===== src/rtl/core/led_blink_pattern_generator_unit_defines.svh =====
// ----------------------------------------------------------------------------
// LED blink pattern generator assertion macros
// Shared concurrent assertion forms used by the blink generator RTL.
// ----------------------------------------------------------------------------
`ifndef LED_BLINK_PATTERN_GENERATOR_UNIT_DEFINES_SVH
`define LED_BLINK_PATTERN_GENERATOR_UNIT_DEFINES_SVH

// Same-cycle implication, disabled while reset is high.
`define LBPG_ASSERT_NOW(label, clk, rst, ante, cons, msg) \
  label: assert property (@(posedge clk) disable iff (rst) (ante) |-> (cons)) \
    else $error(msg);

// Next-cycle implication, disabled while reset is high.
`define LBPG_ASSERT_NEXT(label, clk, rst, ante, cons, msg) \
  label: assert property (@(posedge clk) disable iff (rst) (ante) |=> (cons)) \
    else $error(msg);

`endif


===== src/rtl/core/lbpg_pkg.sv =====
// ----------------------------------------------------------------------------
// LED blink pattern generator package
// Command and result item types, action codes and register indexes.
// ----------------------------------------------------------------------------
package lbpg_pkg;

  localparam int unsigned CFG_INDEX_W = 3;
  localparam int unsigned CFG_DATA_W  = 32;
  localparam int unsigned TICKS_W     = 32;
  localparam int unsigned COUNT_W     = 8;

  // Configuration register indexes.
  localparam logic [CFG_INDEX_W-1:0] REG_ON_TICKS    = 3'd0;
  localparam logic [CFG_INDEX_W-1:0] REG_OFF_TICKS   = 3'd1;
  localparam logic [CFG_INDEX_W-1:0] REG_BLINK_COUNT = 3'd2;
  localparam logic [CFG_INDEX_W-1:0] REG_DELAY_TICKS = 3'd3;
  localparam logic [CFG_INDEX_W-1:0] REG_ON_LEVEL    = 3'd4;

  // Reset values of the on and off tick registers.
  localparam logic [TICKS_W-1:0] ON_TICKS_RESET  = 32'd500;
  localparam logic [TICKS_W-1:0] OFF_TICKS_RESET = 32'd500;

  typedef enum logic [1:0] {
    ACT_TICK        = 2'd0,
    ACT_START       = 2'd1,
    ACT_START_COUNT = 2'd2,
    ACT_STOP        = 2'd3
  } action_t;

  typedef struct packed {
    action_t            action;
    logic [COUNT_W-1:0] new_count;
  } cmd_t;

  typedef struct packed {
    logic       pin_level;
    logic       running;
    logic [1:0] phase;
  } result_t;

endpackage


===== src/rtl/core/led_blink_pattern_generator_unit.sv =====
// ----------------------------------------------------------------------------
// LED blink pattern generator
// Tick-driven blinker with burst count, inter-burst pause and polarity.
// ----------------------------------------------------------------------------
// Usage: each command item on the cmd channel is either a one-millisecond
// tick, a start, a start with a burst count, or a stop. Every accepted item
// produces exactly one result item on the result channel carrying the pin
// level, the running flag and the phase after that item was applied.
// The result of an accepted item is registered into the output register,
// or into the skid register while the output one is held. Throughput is one
// item per cycle while cmd_stall is low; the 32-bit elapsed increment and
// compare against the current period sit between the state registers.
// The result side is an output register backed by a one-entry skid register,
// so a new item is still taken while a finished result waits. Only when the
// skid register is also occupied does cmd_stall rise, and it falls right
// after the first clock edge at which the receiver takes the waiting result.
// Reset (synchronous, active high) loads the configuration defaults (500 ms
// on and off, endless blinking, no pause, active-high pin), stops the
// blinker in the off phase with the pin low, and empties both result slots.
// Configuration writes take effect at the clock edge with cfg_write high;
// indexes beyond the register list are ignored.
module led_blink_pattern_generator_unit
  import lbpg_pkg::*;
(
  input  logic                   clk,
  input  logic                   rst,
  input  logic                   cfg_write,
  input  logic [CFG_INDEX_W-1:0] cfg_index,
  input  logic [CFG_DATA_W-1:0]  cfg_data,
  input  logic                   cmd_valid,
  output logic                   cmd_stall,
  input  cmd_t                   cmd,
  output logic                   result_valid,
  input  logic                   result_stall,
  output result_t                result
);

`include "led_blink_pattern_generator_unit_defines.svh"

  typedef enum logic [1:0] {
    PHASE_OFF  = 2'd0,
    PHASE_ON   = 2'd1,
    PHASE_WAIT = 2'd2
  } phase_t;

  // Configuration registers.
  logic [TICKS_W-1:0] on_ticks;
  logic [TICKS_W-1:0] off_ticks;
  logic [COUNT_W-1:0] blink_count;
  logic [TICKS_W-1:0] delay_ticks;
  logic               on_level;

  // Blinker state.
  phase_t             phase;
  logic [COUNT_W-1:0] pulse_counter;
  logic [TICKS_W-1:0] elapsed;
  logic [TICKS_W-1:0] period;
  logic               running;
  logic               pin;
  logic [COUNT_W-1:0] override_count;
  logic               override_active;

  phase_t             phase_next;
  logic [COUNT_W-1:0] pulse_counter_next;
  logic [TICKS_W-1:0] elapsed_next;
  logic [TICKS_W-1:0] period_next;
  logic               running_next;
  logic               pin_next;
  logic [COUNT_W-1:0] override_count_next;
  logic               override_active_next;

  // Result slots: output register plus skid register.
  result_t            skid;
  logic               skid_valid;
  result_t            result_next;

  logic               cmd_accept;
  logic               out_free;
  logic [TICKS_W-1:0] elapsed_inc;
  logic [COUNT_W-1:0] limit;
  logic [TICKS_W-1:0] pause;
  logic [COUNT_W-1:0] fired_count;

  assign cmd_stall  = skid_valid;
  assign cmd_accept = cmd_valid && !cmd_stall;
  assign out_free   = !result_valid || !result_stall;

  // A start with count switches the burst limit to the override and drops
  // the pause for good.
  assign limit       = override_active ? override_count : blink_count;
  assign pause       = override_active ? '0 : delay_ticks;
  assign elapsed_inc = (elapsed == '1) ? elapsed : elapsed + 1'b1;
  assign fired_count = (phase == PHASE_ON) ? pulse_counter + 1'b1 : pulse_counter;

  always_comb begin
    phase_next           = phase;
    pulse_counter_next   = pulse_counter;
    elapsed_next         = elapsed;
    period_next          = period;
    running_next         = running;
    pin_next             = pin;
    override_count_next  = override_count;
    override_active_next = override_active;

    case (cmd.action)
      ACT_TICK: begin
        if (running) begin
          elapsed_next = elapsed_inc;
          if (elapsed_inc >= period) begin
            elapsed_next       = '0;
            pulse_counter_next = fired_count;
            if (phase == PHASE_ON) begin
              // End of the on time: one full pulse is done.
              pin_next    = ~on_level;
              phase_next  = PHASE_OFF;
              period_next = off_ticks;
            end else begin
              pin_next    = on_level;
              phase_next  = PHASE_ON;
              period_next = on_ticks;
            end
            if ((limit != '0) && (fired_count >= limit)) begin
              pulse_counter_next = '0;
              if (pause != '0) begin
                phase_next  = PHASE_WAIT;
                period_next = pause;
              end else begin
                running_next = 1'b0;
              end
            end
          end
        end
      end
      ACT_START, ACT_START_COUNT: begin
        if (cmd.action == ACT_START_COUNT) begin
          override_count_next  = cmd.new_count;
          override_active_next = 1'b1;
        end
        // Period zero makes the first tick turn the output on.
        phase_next         = PHASE_OFF;
        pulse_counter_next = '0;
        period_next        = '0;
        elapsed_next       = '0;
        running_next       = 1'b1;
      end
      default: begin
        // Stop only deschedules; pin, phase and counters hold.
        running_next = 1'b0;
      end
    endcase

    result_next.pin_level = pin_next;
    result_next.running   = running_next;
    result_next.phase     = phase_next;
  end

  always_ff @(posedge clk) begin
    if (rst) begin
      on_ticks        <= ON_TICKS_RESET;
      off_ticks       <= OFF_TICKS_RESET;
      blink_count     <= '0;
      delay_ticks     <= '0;
      on_level        <= 1'b1;
      phase           <= PHASE_OFF;
      pulse_counter   <= '0;
      elapsed         <= '0;
      period          <= '0;
      running         <= 1'b0;
      pin             <= 1'b0;
      override_count  <= '0;
      override_active <= 1'b0;
      result_valid    <= 1'b0;
      skid_valid      <= 1'b0;
    end else begin
      if (cfg_write) begin
        case (cfg_index)
          REG_ON_TICKS:    on_ticks    <= cfg_data[TICKS_W-1:0];
          REG_OFF_TICKS:   off_ticks   <= cfg_data[TICKS_W-1:0];
          REG_BLINK_COUNT: blink_count <= cfg_data[COUNT_W-1:0];
          REG_DELAY_TICKS: delay_ticks <= cfg_data[TICKS_W-1:0];
          REG_ON_LEVEL:    on_level    <= cfg_data[0];
          default: begin
          end
        endcase
      end

      if (cmd_accept) begin
        phase           <= phase_next;
        pulse_counter   <= pulse_counter_next;
        elapsed         <= elapsed_next;
        period          <= period_next;
        running         <= running_next;
        pin             <= pin_next;
        override_count  <= override_count_next;
        override_active <= override_active_next;
      end

      // The skid register only fills while the output register is held, and
      // drains into it first, so items leave in order.
      if (out_free) begin
        if (skid_valid) begin
          result       <= skid;
          result_valid <= 1'b1;
          skid_valid   <= 1'b0;
        end else if (cmd_accept) begin
          result       <= result_next;
          result_valid <= 1'b1;
        end else begin
          result_valid <= 1'b0;
        end
      end else if (cmd_accept) begin
        skid       <= result_next;
        skid_valid <= 1'b1;
      end
    end
  end

  `LBPG_ASSERT_NOW(a_skid_behind_output, clk, rst, skid_valid, result_valid,
                   "skid register holds an item while the output register is empty")

  `LBPG_ASSERT_NEXT(a_start_restarts, clk, rst,
                    cmd_accept && (cmd.action == ACT_START || cmd.action == ACT_START_COUNT),
                    running && (phase == PHASE_OFF) && (elapsed == '0) && (period == '0),
                    "start did not restart the blinker from the off phase")

  `LBPG_ASSERT_NEXT(a_stop_deschedules, clk, rst,
                    cmd_accept && (cmd.action == ACT_STOP),
                    !running && $stable(pin) && $stable(phase),
                    "stop changed more than the running flag")

  `LBPG_ASSERT_NEXT(a_idle_tick_holds, clk, rst,
                    cmd_accept && (cmd.action == ACT_TICK) && !running,
                    $stable(pin) && $stable(phase) && $stable(elapsed) && !running,
                    "tick while stopped changed the blinker state")

endmodule


===== config.mk =====
export PLATFORM = sky130hd
export DESIGN_NAME = led_blink_pattern_generator_unit
export DESIGN_NICKNAME = d
export VERILOG_FILES = /design/src/rtl/core/lbpg_pkg.sv /design/src/rtl/core/led_blink_pattern_generator_unit.sv
export VERILOG_INCLUDE_DIRS = /design/src /design/src/rtl/core
export SDC_FILE = /design/constraint.sdc
export NUM_CORES = 1
export LEC_CHECK = 0
export ABC_AREA = 1
export BUFFER_PORTS_ARGS = -buffer_cell sky130_fd_sc_hd__buf_4
export CAP_MARGIN = 15
export CORE_UTILIZATION = 55
export CTS_CLUSTER_DIAMETER = 100
export CTS_CLUSTER_SIZE = 16
export DETAILED_ROUTE_END_ITERATION = 7
export PLACE_DENSITY = 0.82
export SYNTH_ARGS = -nofsm -noshare
export SYNTH_HDL_FRONTEND = slang
export SYNTH_SLANG_ARGS = --single-unit

===== constraint.sdc =====
create_clock -name clk -period 6.4 [get_ports clk]
set_clock_uncertainty 0.05 [all_clocks]
set_input_delay 1.28 -clock clk [delete_from_list [all_inputs] [get_ports clk]]
set_output_delay 1.28 -clock clk [all_outputs]
set_load 0.02 [all_outputs]

# Word level (Yosys, flattened, before mapping)
# Cells that the tools add are included.
[word_totals]
output_inout_bits = 6
input_bits = 50
wordCells = 98
ff_bits = 200
[classes]
n_bitwise = 3
order_cmp = 2
n_reduce_logical = 24
n_eq_ne = 10
muxes = 36
n_addsub = 2
[ops]
columns = ["cell", "count"]
rows = [
  ["2-to-1 mux 32 bit", 9],
  ["case mux 32 bit (2 select lines)", 2],
  ["2-to-1 mux 8 bit", 5],
  ["adder 32 x 1 -> 32 bit, second input constant", 1],
  ["equality test 32 bit, second input constant", 1],
  ["greater-or-equal comparator 32 bit", 1],
  ["nonzero test 32 bit", 1],
  ["case mux 8 bit (2 select lines)", 1],
  ["AND reduction 3 bit", 4],
  ["2-to-1 mux 1 bit", 11],
  ["AND reduction 2 bit", 5],
  ["adder 8 x 1 -> 8 bit, second input constant", 1],
  ["greater-or-equal comparator 8 bit", 1],
  ["2-to-1 mux 2 bit", 4],
  ["2-to-1 mux 4 bit", 2],
  ["nonzero test 8 bit", 1],
  ["equality test 3 x 2 -> 1 bit, second input constant", 2],
  ["equality test 2 x 1 -> 1 bit, second input constant", 2],
  ["!= test 2 bit, second input constant", 2],
  ["case mux 2 bit (2 select lines)", 1],
  ["AND reduction 4 bit", 1],
  ["nonzero test 2 bit", 2],
  ["OR reduction 2 bit", 2],
  ["equality test 3 x 1 -> 1 bit, second input constant", 1],
  ["9 further kinds", 14],
]

# Longest topological paths before layout
[depth]
word_depth = 10
depth_mapped = 28
ltp_nobuf = 28

# Worst setup path before layout
# OpenSTA, ideal clock, no wires.
[synth_timing]
path_type = "reg-to-reg"
start = "register elapsed[0]"
end = "register elapsed[2]"
t_required_ns = 6.280
setup_ns = 0.070
arrival_ns = 3.054
synth_period_minus_slack_ns = 3.175
path_stages_with_launch = 19
n_path_buf = 2
setup_slack_ns = 3.225
path_cell_list = "dfxtp_1 -> ha_1 -> nand2_1 -> nor2_1 -> nand2_1 -> nor2_1 -> nand4_2 -> buf_2 -> nand2_1 -> ha_1 -> a21oi_1 -> o21a_1 -> nand2_1 -> a21oi_1 -> nand3_1 -> nor3_2 -> buf_2 -> nand2_1 -> a21oi_1"
[synth_between]
elab_chain_cells = 6
word_cells_on_any_way = 7
cone_classes = "add/sub (1); order compare (1); eq/ne (1); mux (4)"
[synth_rtl]
columns = ["item", "line", "rtl"]
rows = [
  ["start: declaration", "led_blink_pattern_generator_unit.sv:56", "logic [TICKS_W-1:0] elapsed;"],
  ["start signal: assignment", "led_blink_pattern_generator_unit.sv:190", "elapsed <= elapsed_next;"],
  ["adder 32 x 1 -> 32 bit / equality test 32 bit (equally long branches)", "led_blink_pattern_generator_unit.sv:92", "assign elapsed_inc = (elapsed == '1) ? elapsed : elapsed + 1'b1;"],
  ["2-to-1 mux 32 bit *", "led_blink_pattern_generator_unit.sv:92", ""],
  ["greater-or-equal comparator 32 bit", "led_blink_pattern_generator_unit.sv:109", "if (elapsed_inc >= period) begin"],
  ["2-to-1 mux 32 bit *", "led_blink_pattern_generator_unit.sv:109", ""],
  ["2-to-1 mux 32 bit *", "led_blink_pattern_generator_unit.sv:107", "if (running) begin"],
  ["case mux 32 bit (2 select lines) *", "led_blink_pattern_generator_unit.sv:105", "case (cmd.action)"],
]
# Every way passes the cells marked *; elsewhere a longest branch is shown, timed or not. The select of a mux whose other input is x is not followed.
# A chain may end at the register's enable or synchronous reset.

# Final worst setup path
[layout_timing]
start = "register elapsed[0]"
end = "register pulse_counter[1]"
[layout_between]
elab_chain_cells = 5
word_cells_on_any_way = 6
cone_classes = "add/sub (1); order compare (1); eq/ne (2); mux (1); reduce/logical (1)"
[layout_rtl]
columns = ["item", "line", "rtl"]
rows = [
  ["adder 32 x 1 -> 32 bit / equality test 32 bit (equally long branches)", "led_blink_pattern_generator_unit.sv:92", ""],
  ["2-to-1 mux 32 bit *", "led_blink_pattern_generator_unit.sv:92", ""],
  ["greater-or-equal comparator 32 bit *", "led_blink_pattern_generator_unit.sv:109", ""],
  ["!= test 2 bit (no line) *", "n/a", ""],
  ["AND reduction 4 bit (no line) *", "n/a", ""],
  ["end signal: assignment", "led_blink_pattern_generator_unit.sv:189", "pulse_counter <= pulse_counter_next;"],
  ["end: declaration", "led_blink_pattern_generator_unit.sv:55", "logic [COUNT_W-1:0] pulse_counter;"],
]
# Every way passes the cells marked *; elsewhere a longest branch is shown, timed or not.

==> impl_metrics.tcl <==
set metrics [dict create \
    p_leak_uw 0.00473 \
    rr_worst_depth 19 \
    grt_use_total_pct 26.6 \
    synth_top_area_share_pct 36.8 \
    hpwl_um 17100 \
    crit_path_start_kind "flip-flop" \
    ys_types 36 \
    p_total_uw 2910 \
    drtIter0Drc 953 \
    routedWlPerCell_um 14.5 \
    reg2reg_to "pulse_counter[1]" \
    cap_viol_max_count 0 \
    hold_depth 2 \
    htree_levels 4 \
    avgSynthCellArea_um2 6.97 \
    initial_core_util_pct 56.0 \
    post-route-period-util_pct 69.7 \
    dieHeight_um 140 \
    cp_num_cells 19 \
    ys_warn_count 0 \
    syn_inst 1498 \
    clk_pin_slew_ns 0.08 \
    cts.repair.resized 0 \
    drcViolationCount 0 \
    drv_slew 0 \
    hold_violations 0 \
    cpPeakStageDelay_ns 0.63 \
    grt_pass1_wl_um 42200 \
    nets 1602 \
    dr.pass1.iters 5 \
    crit_top_cell "nand2_1" \
    synth_top_area_cell "dfxtp_1" \
    clockRootBuffer "clkbuf_16" \
    critical_path_class "reg -> reg" \
    whs_ns 0.397 \
    crit_fanout 41 \
    grt.overflow.total 0 \
    die_width_um 140 \
    cts_buffers 17 \
    num_rows 50 \
    drive_above_1_share_pct 9.94 \
    min_to "delay_ticks[26]" \
    rsz0062_at_grt "no" \
    die-area_mm2 0.0195 \
    crit_chain "ha_1, nand2_1, nor2_1, nand2_1, nor2_1, nand4_2, nand2_1, ha_1, a21oi_1, o21a_1, nand2_1, a21oi_1, nand4_1, buf_4, nand2_1, buf_4, inv_1, nor2_1, nor2_1" \
    cts.path.max_buffers 2 \
    synth-edff-count 8 \
    drtAntennaViolNets 0 \
    outcome "complete, no violations" \
    crit_buf_inv 3 \
    area_growth_pct 9.97 \
    crit_slowest_cell "nand4_2" \
    worstPathArrival_ns 4.75 \
    hold_path_class "reg -> reg" \
    final_util_pct 61.6 \
    cts_setup_buffers 0 \
    ys_ff_latch 200 \
    ir_worst_vdd_uv 202 \
    avgViaCountPerCell 5.54 \
    cts_hold_buf 0 \
    grt_pass1_vias 8774 \
    fmax_mhz 224 \
    worstPathRequired_ns 6.68 \
    yosysSeqAreaShare_pct 39.1 \
    insertion_delay_ns 0.45 \
    seq_area_mm2 0.00408 \
    synth_area_leaders "dfxtp_1, nand2_1, nor2_1" \
    end_kind "flip-flop" \
    numClockSinks 200 \
    antennaDiodeCount 0 \
    place.port_buffers 55 \
    syn_nets 1593 \
    tightest_slew_ns 1.11 \
    place_inst 1722 \
    stdcell_count 1753 \
    vias 9712 \
    core_mm2 0.0186 \
    multi_input_area_mm2 0.00545 \
    grt_start_max_net_pins 121 \
    synth_ff_type "dfxtp_1" \
    gp_congestion 0.941 \
    period_needed_ns 4.46 \
    min_from "delay_ticks[26]" \
    fin_setup_tns_ns 0 \
    reg2reg_from "elapsed[0]" \
    cpLargestDelayFamily "simple AND/OR/NAND/NOR gates" \
    syn-cell-area_mm2 0.0104 \
    ff2ff_setup_slack_ns 1.94 \
    cts_tree "built" \
    finalSetupViolCount 0 \
    power_density_mw_per_mm2 253 \
    async_flop_share_pct 0 \
    totalWireLength_um 25300 \
    io_pins 56 \
    antenna_found_initial 0 \
    nFillCells 1737 \
    max-slew-margin-rel_pct 25.2 \
]
-- logic make-up (layout without fill, tap and decap cells) --
| kind of cell | count (synthesis) | count (layout) | share of synthesized area [%] |
|---|---|---|---|
| buffers and inverters | 223 | 244 | 8.85 |
| DFF | 200 | 200 | 39.1 |
| xor gates and xnor gates | 34 | 34 | 2.85 |
| adders and majority gates | 45 | 45 | 5.39 |
| AOI/OAI and AO/OA | 330 | 330 | 17.3 |
| and+or+nand+nor | 665 | 665 | 26.4 |
| muxes | 1 | 1 | 0.0959 |
-- synthesized netlist by cell type (all sizes together), types with 4 or more instances --
master	number
xnor2	15
ha	45
o21ai	155
nor3	19
a21oi	141
xor2	19
buf	27
nand4	17
nand3	77
clkbuf	52
nand2	330
dfxtp	192
or2	25
nor4	7
nor2	189
inv	143
o211ai	28
edfxtp	8
o21a	4
-- metrics by stage --
| stage | setup WS (ns) | cell area, um2 |
|---|---|---|
| after floorplan | 3.23 | 10400 |
| after global placement | 2.22 | 10900 |
| after detailed placement | 2.00 | 10900 |
| after CTS | 1.97 | 11500 |
| after global routing | 1.47 | 11500 |
| final | 1.94 | 11500 |
-- worst max-delay path by stage --
stage / start / endpoint / slack, ns
final: elapsed[0] / pulse_counter[1] / 1.94
after CTS: elapsed[0] / pulse_counter[1] / 1.97
after floorplan: elapsed[0] / elapsed[2] / 3.23
after global routing: elapsed[0] / pulse_counter[0] / 1.47
after global placement: elapsed[0] / pulse_counter[0] / 2.22
after detailed placement: elapsed[0] / pulse_counter[0] / 2.00
-- cell usage in the layout (no fill, tap or decap), types with 2 or more instances in the layout --
master,Yosys,routed
inv_6,0,5
inv_2,2,3
nand3_1,76,75
inv_1,141,140
dfxtp_1,192,192
nand2_1,329,329
edfxtp_1,8,8
or2_2,25,25
nand4_1,16,16
xor2_1,19,19
o21ai_0,137,137
clkbuf_16,0,17
buf_4,0,69
nor3_2,1,2
clkinvlp_4,0,2
nor3_1,18,17
ha_1,45,45
o21ai_1,11,11
o211ai_2,8,8
o21a_1,4,4
nand3_2,1,2
nor2_1,189,187
nor4_1,7,7
xnor2_1,15,15
a21oi_1,141,141
nor2_2,0,2
bufinv_16,0,2
o21ai_2,7,7
o211ai_1,20,20
-- area by class of cell --
type | count | area share [%]
Clock buffer | 18 | 3.82
Clock inverter | 13 | 1.39
Timing Repair Buffer | 69 | 4.51
Multi-Input combinational cell | 1075 | 47.5
Tap cell | 234 | 2.55
Sequential cell | 200 | 35.6
Inverter | 144 | 4.71
-- metal layers --
metal | vias to the layer above | track usage, % | routed length, um
li1 | 4889 | - | -
met1 | 4455 | 36.6 | 11900
met2 | 323 | 42.1 | 11400
met3 | 45 | 4.47 | 1590
met4 | 0 | 8.62 | 460
met5 | - | 0 | 0
-- flip-flops by register name, indices dropped and copies added, names as in the netlist --
register,count
override_count,8
on_ticks,32
cmd_stall,1
override_active,1
result,4
elapsed,32
running,1
phase,2
off_ticks,32
on_level,1
pin,1
pulse_counter,8
blink_count,8
result_valid,1
period,32
skid,4
delay_ticks,32
-- power breakdown --
part / switching, uW / total (uW) / internal [uW]
Combinational: 328 / 478 / 149
Sequential: 26.0 / 1320 / 1290
Clock: 515 / 1110 / 597
-- worst register-to-register path, cell delays in order (launching register included) --
cell	delay [ns]
dfxtp_1	0.43
ha_1	0.24
nand2_1	0.09
nor2_1	0.17
nand2_1	0.12
nor2_1	0.21
nand4_2	0.63
nand2_1	0.37
ha_1	0.29
a21oi_1	0.17
o21a_1	0.12
nand2_1	0.06
a21oi_1	0.18
nand4_1	0.12
buf_4	0.26
nand2_1	0.14
buf_4	0.36
inv_1	0.16
nor2_1	0.13
nor2_1	0.07
No activity file was read; power rests on OpenSTA's default activity.
